`src/rtl/core/trd_pkg.sv`:
```
// Shared types, constants and the terrain palette for the terrain RLE run decoder.
package trd_pkg;

    typedef enum logic [1:0] {
        PH_HEADER  = 2'd0,
        PH_CONTROL = 2'd1,
        PH_REPEAT  = 2'd2,
        PH_LITERAL = 2'd3
    } t_phase;

    // Configuration register indexes.
    localparam logic CFG_HEADER_BYTES = 1'b0;
    localparam logic CFG_FRAME_PIXELS = 1'b1;

    localparam logic [3:0]  HEADER_BYTES_RESET = 4'd2;
    localparam logic [15:0] FRAME_PIXELS_RESET = 16'd19200;  // 240 * 80 tiles

    localparam logic [7:0] CTRL_SKIP       = 8'h00;
    localparam logic [7:0] CTRL_SINGLE     = 8'h01;
    localparam logic [8:0] REPEAT_BASE     = 9'h101;

    // One decoded run handed from the phase machine to the output stage.
    typedef struct packed {
        logic       emit;
        logic [7:0] code;
        logic [7:0] run;
    } t_run;

    typedef struct packed {
        logic [7:0] red;
        logic [7:0] green;
        logic [7:0] blue;
    } t_rgb;

    function automatic t_rgb palette(input logic [2:0] code);
        t_rgb c;
        case (code)
            3'd0:    c = '{red: 8'd32,  green: 8'd128, blue: 8'd32};
            3'd1:    c = '{red: 8'd64,  green: 8'd192, blue: 8'd64};
            3'd2:    c = '{red: 8'd255, green: 8'd255, blue: 8'd192};
            3'd3:    c = '{red: 8'd32,  green: 8'd32,  blue: 8'd192};
            3'd4:    c = '{red: 8'd48,  green: 8'd160, blue: 8'd48};
            3'd5:    c = '{red: 8'd64,  green: 8'd192, blue: 8'd64};
            3'd6:    c = '{red: 8'd80,  green: 8'd224, blue: 8'd80};
            default: c = '{red: 8'd128, green: 8'd128, blue: 8'd128};
        endcase
        return c;
    endfunction

endpackage

```
`src/rtl/core/trd_decode.sv`:
```
// Phase machine that skips the header and splits control, repeat and literal bytes.
module trd_decode import trd_pkg::*; (
    input  logic       i_clk,
    input  logic       i_rst_n,
    input  logic       i_fire,
    input  logic [7:0] i_byte,
    input  logic       i_start,
    input  logic       i_cfg_we,
    input  logic [3:0] i_cfg_header,
    output t_run       o_run
);

    t_phase     r_phase, n_phase;
    logic [3:0] r_header_bytes;
    logic [3:0] r_header_left, n_header_left;
    logic [7:0] r_pending, n_pending;
    logic [6:0] r_literals, n_literals;

    t_phase     e_phase;
    logic [3:0] e_header_left;
    logic [7:0] e_pending;
    logic [6:0] e_literals;

    // A stream start clears the run in progress before this byte is handled.
    assign e_phase       = i_start ? PH_HEADER : r_phase;
    assign e_header_left = i_start ? r_header_bytes : r_header_left;
    assign e_pending     = i_start ? 8'd0 : r_pending;
    assign e_literals    = i_start ? 7'd0 : r_literals;

    // Next state.
    always_comb begin
        logic ctrl;
        n_phase       = e_phase;
        n_header_left = e_header_left;
        n_pending     = e_pending;
        n_literals    = e_literals;
        ctrl          = 1'b0;
        case (e_phase)
            PH_HEADER: begin
                if (e_header_left != 4'd0) begin
                    n_header_left = e_header_left - 4'd1;
                    if (e_header_left == 4'd1) begin
                        n_phase = PH_CONTROL;
                    end
                end else begin
                    // With no header left the byte is already a control byte.
                    ctrl = 1'b1;
                end
            end
            PH_CONTROL: begin
                ctrl = 1'b1;
            end
            PH_REPEAT: begin
                n_pending = 8'd0;
                n_phase   = PH_CONTROL;
            end
            PH_LITERAL: begin
                if (e_literals != 7'd0) begin
                    n_literals = e_literals - 7'd1;
                end
                if (e_literals <= 7'd1) begin
                    n_phase = PH_CONTROL;
                end
            end
            default: begin
                n_phase = PH_CONTROL;
            end
        endcase
        if (ctrl) begin
            n_phase = PH_CONTROL;
            if (i_byte == CTRL_SKIP) begin
                n_phase = PH_CONTROL;
            end else if (i_byte == CTRL_SINGLE || i_byte[7]) begin
                n_pending = (i_byte == CTRL_SINGLE) ? 8'd1
                                                    : 8'(REPEAT_BASE - {1'b0, i_byte});
                n_phase   = PH_REPEAT;
            end else begin
                n_literals = i_byte[6:0];
                n_phase    = PH_LITERAL;
            end
        end
    end

    // Outputs.
    always_comb begin
        o_run.code = i_byte;
        case (e_phase)
            PH_REPEAT: begin
                o_run.emit = 1'b1;
                o_run.run  = e_pending;
            end
            PH_LITERAL: begin
                o_run.emit = 1'b1;
                o_run.run  = 8'd1;
            end
            default: begin
                o_run.emit = 1'b0;
                o_run.run  = 8'd1;
            end
        endcase
    end

    always_ff @(posedge i_clk) begin
        if (!i_rst_n) begin
            r_phase        <= PH_HEADER;
            r_header_bytes <= HEADER_BYTES_RESET;
            r_header_left  <= HEADER_BYTES_RESET;
            r_pending      <= 8'd0;
            r_literals     <= 7'd0;
        end else begin
            if (i_cfg_we) begin
                r_header_bytes <= i_cfg_header;
            end
            if (i_fire) begin
                r_phase       <= n_phase;
                r_header_left <= n_header_left;
                r_pending     <= n_pending;
                r_literals    <= n_literals;
            end else if (i_cfg_we && r_phase == PH_HEADER) begin
                // A new header length restarts a skip that is under way.
                r_header_left <= i_cfg_header;
            end
        end
    end

endmodule

```
`src/rtl/core/trd_emit.sv`:
```
// Output stage: palette lookup, tile count and the result register.
module trd_emit import trd_pkg::*; #(
    parameter int PIXEL_COUNT_BITS = 16
) (
    input  logic        i_clk,
    input  logic        i_rst_n,
    input  logic        i_fire,
    input  logic        i_start,
    input  t_run        i_run,
    input  logic        i_cfg_we,
    input  logic [15:0] i_cfg_frame,
    input  logic        i_out_stall,
    output logic        o_room,
    output logic        o_out_valid,
    output logic [2:0]  o_terrain,
    output logic [7:0]  o_red,
    output logic [7:0]  o_green,
    output logic [7:0]  o_blue,
    output logic [7:0]  o_run_length,
    output logic        o_frame_done,
    output logic        o_bad_terrain
);

    localparam int SUM_W = PIXEL_COUNT_BITS + 1;
    localparam int CMP_W = (SUM_W > 16) ? SUM_W : 16;

    logic [PIXEL_COUNT_BITS-1:0] r_count, n_count, e_count;
    logic [15:0]                 r_frame;
    logic [SUM_W-1:0]            sum;
    logic                        bad, done, load;
    logic [2:0]                  code;
    t_rgb                        rgb;

    assign e_count = i_start ? '0 : r_count;
    assign sum     = {1'b0, e_count} + SUM_W'(i_run.run);
    assign done    = CMP_W'(sum) >= CMP_W'(r_frame);
    assign bad     = |i_run.code[7:3];
    assign code    = bad ? 3'd0 : i_run.code[2:0];
    assign rgb     = palette(code);
    assign o_room  = !o_out_valid || !i_out_stall;
    assign load    = i_fire && i_run.emit;

    always_comb begin
        if (done) begin
            n_count = '0;
        end else if (sum[SUM_W-1]) begin
            n_count = '1;
        end else begin
            n_count = sum[PIXEL_COUNT_BITS-1:0];
        end
    end

    always_ff @(posedge i_clk) begin
        if (!i_rst_n) begin
            r_count     <= '0;
            r_frame     <= FRAME_PIXELS_RESET;
            o_out_valid <= 1'b0;
        end else begin
            if (i_cfg_we) begin
                r_frame <= i_cfg_frame;
            end
            if (load) begin
                r_count <= n_count;
            end else if (i_fire) begin
                r_count <= e_count;
            end
            if (load) begin
                o_out_valid <= 1'b1;
            end else if (!i_out_stall) begin
                o_out_valid <= 1'b0;
            end
        end
    end

    always_ff @(posedge i_clk) begin
        if (load) begin
            o_terrain     <= code;
            o_red         <= bad ? 8'd0 : rgb.red;
            o_green       <= bad ? 8'd0 : rgb.green;
            o_blue        <= bad ? 8'd0 : rgb.blue;
            o_run_length  <= i_run.run;
            o_frame_done  <= done;
            o_bad_terrain <= bad;
        end
    end

endmodule

```
`src/rtl/core/terrain_rle_run_decoder.sv`:
```
// Top level of the terrain RLE run decoder: input register, configuration and stages.
//
// Input channel: one compressed map byte per beat (i_in_byte), with i_stream_start
// marking the first byte of a new stream. A beat is taken when i_in_valid is high
// and o_in_stall is low. Output channel: one run per beat (terrain code, palette
// colour, run length, frame end and bad-code flags), taken when o_out_valid is high
// and i_out_stall is low. Header, control and repeat-count bytes give no result.
// A byte waits in the input register and its run is loaded into the result register
// as it moves on. Throughput is one byte per cycle unless a run waits on a stalled
// receiver; the phase machine and tile counter update together. When the receiver
// stalls, the result register holds its run and the input register still moves
// bytes that produce no run; a byte that produces a run waits there and o_in_stall
// rises until the result register frees up. Configuration writes (o_cfg_ready is
// always high) are the user's to make only while the block is idle; the block does
// not enforce this. Synchronous reset restores a two-byte header skip, 19200 tiles
// per frame, the header phase and a zero tile count, and empties both registers.
module terrain_rle_run_decoder import trd_pkg::*; #(
    parameter int PIXEL_COUNT_BITS = 16
) (
    input  logic        i_clk,
    input  logic        i_rst_n,
    input  logic        i_in_valid,
    output logic        o_in_stall,
    input  logic [7:0]  i_in_byte,
    input  logic        i_stream_start,
    output logic        o_out_valid,
    input  logic        i_out_stall,
    output logic [2:0]  o_terrain,
    output logic [7:0]  o_red,
    output logic [7:0]  o_green,
    output logic [7:0]  o_blue,
    output logic [7:0]  o_run_length,
    output logic        o_frame_done,
    output logic        o_bad_terrain,
    input  logic        i_cfg_valid,
    output logic        o_cfg_ready,
    input  logic        i_cfg_index,
    input  logic [15:0] i_cfg_data
);

    logic       r_in_valid;
    logic [7:0] r_in_byte;
    logic       r_in_start;
    logic       accept, fire, room;
    logic       cfg_we_header, cfg_we_frame;
    t_run       run;

    assign o_cfg_ready   = 1'b1;
    assign cfg_we_header = i_cfg_valid && i_cfg_index == CFG_HEADER_BYTES;
    assign cfg_we_frame  = i_cfg_valid && i_cfg_index == CFG_FRAME_PIXELS;

    // A held byte moves on unless it makes a run and the result register is full.
    assign fire       = r_in_valid && (!run.emit || room);
    assign o_in_stall = r_in_valid && !fire;
    assign accept     = i_in_valid && !o_in_stall;

    always_ff @(posedge i_clk) begin
        if (!i_rst_n) begin
            r_in_valid <= 1'b0;
        end else if (accept) begin
            r_in_valid <= 1'b1;
        end else if (fire) begin
            r_in_valid <= 1'b0;
        end
    end

    always_ff @(posedge i_clk) begin
        if (accept) begin
            r_in_byte  <= i_in_byte;
            r_in_start <= i_stream_start;
        end
    end

    trd_decode u_decode (
        .i_clk        (i_clk),
        .i_rst_n      (i_rst_n),
        .i_fire       (fire),
        .i_byte       (r_in_byte),
        .i_start      (r_in_start),
        .i_cfg_we     (cfg_we_header),
        .i_cfg_header (i_cfg_data[3:0]),
        .o_run        (run)
    );

    trd_emit #(
        .PIXEL_COUNT_BITS (PIXEL_COUNT_BITS)
    ) u_emit (
        .i_clk         (i_clk),
        .i_rst_n       (i_rst_n),
        .i_fire        (fire),
        .i_start       (r_in_start),
        .i_run         (run),
        .i_cfg_we      (cfg_we_frame),
        .i_cfg_frame   (i_cfg_data),
        .i_out_stall   (i_out_stall),
        .o_room        (room),
        .o_out_valid   (o_out_valid),
        .o_terrain     (o_terrain),
        .o_red         (o_red),
        .o_green       (o_green),
        .o_blue        (o_blue),
        .o_run_length  (o_run_length),
        .o_frame_done  (o_frame_done),
        .o_bad_terrain (o_bad_terrain)
    );

endmodule
```
`config.mk`:
```
export PLATFORM = sky130hd
export DESIGN_NAME = terrain_rle_run_decoder
export DESIGN_NICKNAME = d
export VERILOG_FILES = /design/src/rtl/core/trd_pkg.sv /design/src/rtl/core/trd_decode.sv /design/src/rtl/core/trd_emit.sv /design/src/rtl/core/terrain_rle_run_decoder.sv
export SDC_FILE = /design/constraint.sdc
export NUM_CORES = 1
export LEC_CHECK = 0
export ABC_AREA = 1
export BUFFER_PORTS_ARGS = -buffer_cell sky130_fd_sc_hd__buf_2
export CORE_MARGIN = 10
export CORE_UTILIZATION = 35
export DETAILED_ROUTE_END_ITERATION = 6
export GPL_ROUTABILITY_DRIVEN = 0
export PLACE_DENSITY_LB_ADDON = 0.15
export SYNTH_ARGS = -nofsm -noshare
export SYNTH_HDL_FRONTEND = slang
export SYNTH_SLANG_ARGS = --single-unit
export TNS_END_PERCENT = 5
```
`constraint.sdc`:
```
create_clock -name i_clk -period 4.2 [get_ports i_clk]
set_input_delay 0.63 -clock i_clk [delete_from_list [all_inputs] [get_ports i_clk]]
set_output_delay 0.63 -clock i_clk [all_outputs]
set_load 0.05 [all_outputs]
```
==> impl_summary.txt <==
----------------------------------------------------
[Placement]
  Hpwl dp ... around 10000 um
  Post-Place Cells ... 997
  Number of port buffers ... 65
  Total cell area at the placement stage ... 0.00595 mm2

[CTS]
  Num CTS Buffers ... 9
  Maximum count of clock buffers along a single path ... 2
  Clock-pin slew on the worst setup and hold paths ... 0.07 ns
  TritonCTS clock tree ... done
  Root Buffer ... sky130_fd_sc_hd__clkbuf_16
  Skew-Pair Late Insertion Delay ... 0.35 ns
  H-tree depth ... 3
  Clk sink count ... 92

[Layout]
  Inserted Diodes ... 0
  Number of fillers in the final layout ... 1606
  Post-layout instance count excluding filler cells ... 1014
  Layout cells sized above 1 ... 14.3%
  Post-Route Utilization ... 41.0%
  Fin area ... between 0.006 and 0.007 mm2
  Area growth, synth to finish ... 13.8%
  Net total in the final layout ... slightly below 900

[Timing]
  Number of slew-limit violations in the final report ... 0
  Final worst clock skew ... ~0.0074 ns
  Period utilization ... ~93%
  Timing-limited maximum frequency ... ~250 MHz
  Worst hold slack ... 0.454 ns
  Worst slew margin relative to its limit ... ~45%
  Worst Max-Slew Pin Slew ... 0.824 ns
  Post-layout minimum cycle time ... a little under 4 ns
  Final Hold Violating Endpoints ... 0
  Final setup fails ... 0

[Floorplanning]
  Initial cell density of the core ... 36.1%
  Die X ... between 100 and 150 um
  Area enclosed by the die boundary ... 0.0212 mm2
  Standard-cell rows ... between 40 and 50
  Chip Height ... 146 um
  # IOs ... 71
  Floorplan core area ... 0.0153 mm2

[Pwr]
  Total power ... 2.05 mW
  Portion of total power attributed to the clock network ... 38.8%
  Leakage power total ... 2.98 nW
  Maximum VDD drop ... 0.000181 V
  Combinational power share ... 13.3%
  PwrDens ... 326 mW/mm2
  Switching power share of the total ... 28.0%
  Cell-internal power ... 1.47 mW
  Switching power of the nets ... 0.572 mW
  Part of the total power dissipated in sequential elements ... between 40% and 50%

[Worst setup path]
  R2R Setup Slk ... 0.27 ns
  CP Capture Type ... flop
  FF-to-FF Start ... r_in_start$_DFFE_PP_
  Critical path startpoint ... r_in_start$_DFFE_PP_
  Count of cells along the worst register-to-register path ... 24
  Endpoint of the worst setup timing path ... u_emit.r_count[13]$_SDFFE_PN0P_
  Setup CP Type ... reg -> reg
  Reg-to-reg endpoint ... u_emit.r_count[13]$_SDFFE_PN0P_
  Type of element launching the critical path ... flop
  Required time of the critical path ... 4.48 ns
  Arr. time, crit path ... 4.20 ns
  Maximum net fanout on the critical path ... 15

[GRT]
  Wire length of the first global-routing pass ... 23100 um
  Overall Global Routing Usage ... 13.1%
  Number of antenna violations at the first check in global routing ... 0
  Via count of the first global-routing pass ... 4743
  Global route overflow ... 0
  Maximum number of pins on one net before global-route repair ... between 40 and 50

[Routing]
  Total DRC errors in the routed layout ... 0
  Via total after detailed routing ... between 4000 and 5000
  Detail-routed net length per standard cell ... approximately 14 um
  Post-detailed-route count of antenna-violating nets ... 0
  1st-iter DRT viols ... 302
  Drt first pass iters ... 4
  WL final ... 13900 um
  Vias per inst ... about 4.7

[Synthesis]
  Number of synthesized flops with an enable pin ... 33
  Synth async-reset ratio ... 0%
  Synth warnings ... 0
  Number of standard cells after synthesis ... 748
  Post-Syn Area ... 0.00552 mm2
  Syn avg cell area ... 7.38 um2
  Flop and latch count out of synthesis ... 92
  Post-synthesis sequential area ratio ... ~40%
  Number of different library cells in the post-synthesis netlist ... between 40 and 50
  Main synth FF type ... sky130_fd_sc_hd__dfxtp_1

[Hold path]
  Worst hold path class ... in -> reg
  Worst hold stages ... 1

[Status]
  Run status ... completed

[Job]
  Max-cap violation count ... 0

----------------------------------------------------
[cells by family after synthesis]
| family | synth area share (%) |
|---|---|
| AND/OR/NAND/NOR | 23.9 |
| buffers and inverters | 11.8 |
| AO/OA/AOI/OAI | 13.3 |
| flip-flops | 39.3 |
| adder cells (fa/ha/maj) | 8.29 |
| XOR/XNOR | 3.01 |
| other | 0.136 |
| multiplexers | 0.181 |
[worst min-delay path by stage]
| stage | start | endpoint | slack [ns] |
|---|---|---|---|
| after global routing | i_in_byte[6] | r_in_byte[6]$_DFFE_PP_ | 0.44 |
| after detailed placement | u_decode.r_header_bytes[1]$_SDFFE_PN1P_ | u_decode.r_header_bytes[1]$_SDFFE_PN1P_ | 0.45 |
| after CTS | i_in_byte[6] | r_in_byte[6]$_DFFE_PP_ | 0.44 |
| after floorplan | u_decode.r_header_bytes[1]$_SDFFE_PN1P_ | u_decode.r_header_bytes[1]$_SDFFE_PN1P_ | 0.43 |
| final | i_in_byte[6] | r_in_byte[6]$_DFFE_PP_ | 0.45 |
| after global placement | u_decode.r_header_bytes[0]$_SDFFE_PN0P_ | u_decode.r_header_bytes[0]$_SDFFE_PN0P_ | 0.45 |
[metrics by stage]
stage	setup TNS [ns]	worst slack, ns
after floorplan	0	0.406
after global placement	0	0.304
after detailed placement	0	0.107
after CTS	0	0.0589
after global routing	-0.00639	-0.00399
final	0	0.274
[cell usage after synthesis, types with 2 or more instances]
cell type	n	share of area, %
sky130_fd_sc_hd__dfxtp_1	59	21
sky130_fd_sc_hd__inv_2	6	0.41
sky130_fd_sc_hd__nand2_2	3	0.34
sky130_fd_sc_hd__o21ai_0	61	5.5
sky130_fd_sc_hd__conb_1	2	0.14
sky130_fd_sc_hd__nand4_1	7	0.79
sky130_fd_sc_hd__a31oi_1	3	0.34
sky130_fd_sc_hd__a22oi_1	2	0.27
sky130_fd_sc_hd__clkbuf_1	14	0.95
sky130_fd_sc_hd__inv_1	107	7.3
sky130_fd_sc_hd__o21ai_1	6	0.54
sky130_fd_sc_hd__clkinv_1	3	0.20
sky130_fd_sc_hd__or2_2	2	0.23
sky130_fd_sc_hd__nor2_1	126	8.6
sky130_fd_sc_hd__o22ai_1	2	0.23
sky130_fd_sc_hd__buf_4	15	2.0
sky130_fd_sc_hd__buf_6	2	0.41
sky130_fd_sc_hd__nand2_1	120	8.2
sky130_fd_sc_hd__ha_1	35	7.9
sky130_fd_sc_hd__nand3_1	32	2.9
sky130_fd_sc_hd__nor2_2	3	0.34
sky130_fd_sc_hd__buf_2	4	0.36
sky130_fd_sc_hd__edfxtp_1	33	18
sky130_fd_sc_hd__xor2_1	18	2.9
sky130_fd_sc_hd__nand3_2	2	0.36
sky130_fd_sc_hd__nor3_1	8	0.72
sky130_fd_sc_hd__o211ai_1	10	1.4
sky130_fd_sc_hd__a21oi_1	42	3.8
sky130_fd_sc_hd__a21oi_2	2	0.32
sky130_fd_sc_hd__o21bai_1	4	0.54
[per-layer routing]
metal / up-vias / GRT usage [%] / part of all wire (%)
li1: 2482 / - / -
met1: 2203 / 16.8 / 49
met2: 90 / 20.6 / 45
met3: 21 / 2.67 / 4.0
met4: 0 / 6.17 / 2.3
met5: - / 0 / 0
[placed cells by master, fill, tap and decap left out, types with 31 or more instances in the layout]
cell type                  count
sky130_fd_sc_hd__a21oi_1      41
sky130_fd_sc_hd__buf_2        65
sky130_fd_sc_hd__dfxtp_1      59
sky130_fd_sc_hd__edfxtp_1     33
sky130_fd_sc_hd__ha_1         35
sky130_fd_sc_hd__inv_1       107
sky130_fd_sc_hd__nand2_1     118
sky130_fd_sc_hd__nand3_1      31
sky130_fd_sc_hd__nor2_1      126
sky130_fd_sc_hd__o21ai_0      61
[power by group through the flow]
stage / combinational (mW) / sequential, mW / clock, mW
finish: 0.272 / 0.979 / 0.794
global route: 0.313 / 0.982 / 0.849
CTS: 0.271 / 0.979 / 0.817
detailed placement: 0.270 / 0.999 / 0
global placement: 0.263 / 0.998 / 0
floorplan: 0.203 / 0.994 / 0
[flip-flops by register name, summed over array words and instances, names as in the netlist]
register                 count
u_emit.o_green               4
u_decode.r_literals          7
u_emit.o_terrain             3
u_emit.o_blue                4
r_in_start                   1
r_in_byte                    8
u_emit.r_frame              16
u_decode.r_pending           8
u_emit.o_out_valid           1
u_decode.r_phase             2
u_emit.o_red                 3
u_emit.o_frame_done          1
u_emit.r_count              16
u_emit.o_run_length          8
r_in_valid                   1
u_decode.r_header_bytes      4
u_emit.o_bad_terrain         1
u_decode.r_header_left       4
[final cells by class]
| type | count | area, um2 | share of cell area (%) |
|---|---|---|---|
| multi-input cells | 506 | 2730 | 43.4 |
| flip-flops and latches | 92 | 2170 | 34.6 |
| inverters | 118 | 447 | 7.11 |
| repair buffers | 71 | 383 | 6.09 |
| well taps | 211 | 264 | 4.20 |
| clock buffers | 11 | 243 | 3.86 |
| clock inverters | 5 | 45.0 | 0.717 |
[repair_timing]
action / in CTS / in global routing
buffers inserted: 0 / 1
hold buffers: 0 / 0
gates resized for setup: 0 / 5
setup endpoints to repair: 0 / 16
hold endpoints to repair: 0 / 0
[critical path, cell delays in order, from the launching register on]
cell and delay [ns]:
sky130_fd_sc_hd__edfxtp_1 0.40, sky130_fd_sc_hd__inv_2 0.08, sky130_fd_sc_hd__nand2_2 0.05, sky130_fd_sc_hd__nor2_1 0.12, sky130_fd_sc_hd__inv_1 0.06, sky130_fd_sc_hd__or2_2 0.29
sky130_fd_sc_hd__ha_1 0.23, sky130_fd_sc_hd__fa_1 0.40, sky130_fd_sc_hd__nand3_1 0.09, sky130_fd_sc_hd__nand3_1 0.13, sky130_fd_sc_hd__nand2_1 0.12, sky130_fd_sc_hd__nand3_2 0.15
sky130_fd_sc_hd__nand2_1 0.11, sky130_fd_sc_hd__xor2_1 0.21, sky130_fd_sc_hd__ha_1 0.29, sky130_fd_sc_hd__nand4_1 0.11, sky130_fd_sc_hd__inv_1 0.05, sky130_fd_sc_hd__nand2_1 0.06
sky130_fd_sc_hd__nor2_1 0.06, sky130_fd_sc_hd__a21oi_2 0.21, sky130_fd_sc_hd__nand4_4 0.13, sky130_fd_sc_hd__buf_12 0.20, sky130_fd_sc_hd__nor2_1 0.12, sky130_fd_sc_hd__nor2_1 0.06
sky130_fd_sc_hd__nor2_1 0.10
Note: power is estimated with default switching activity, not from simulation.
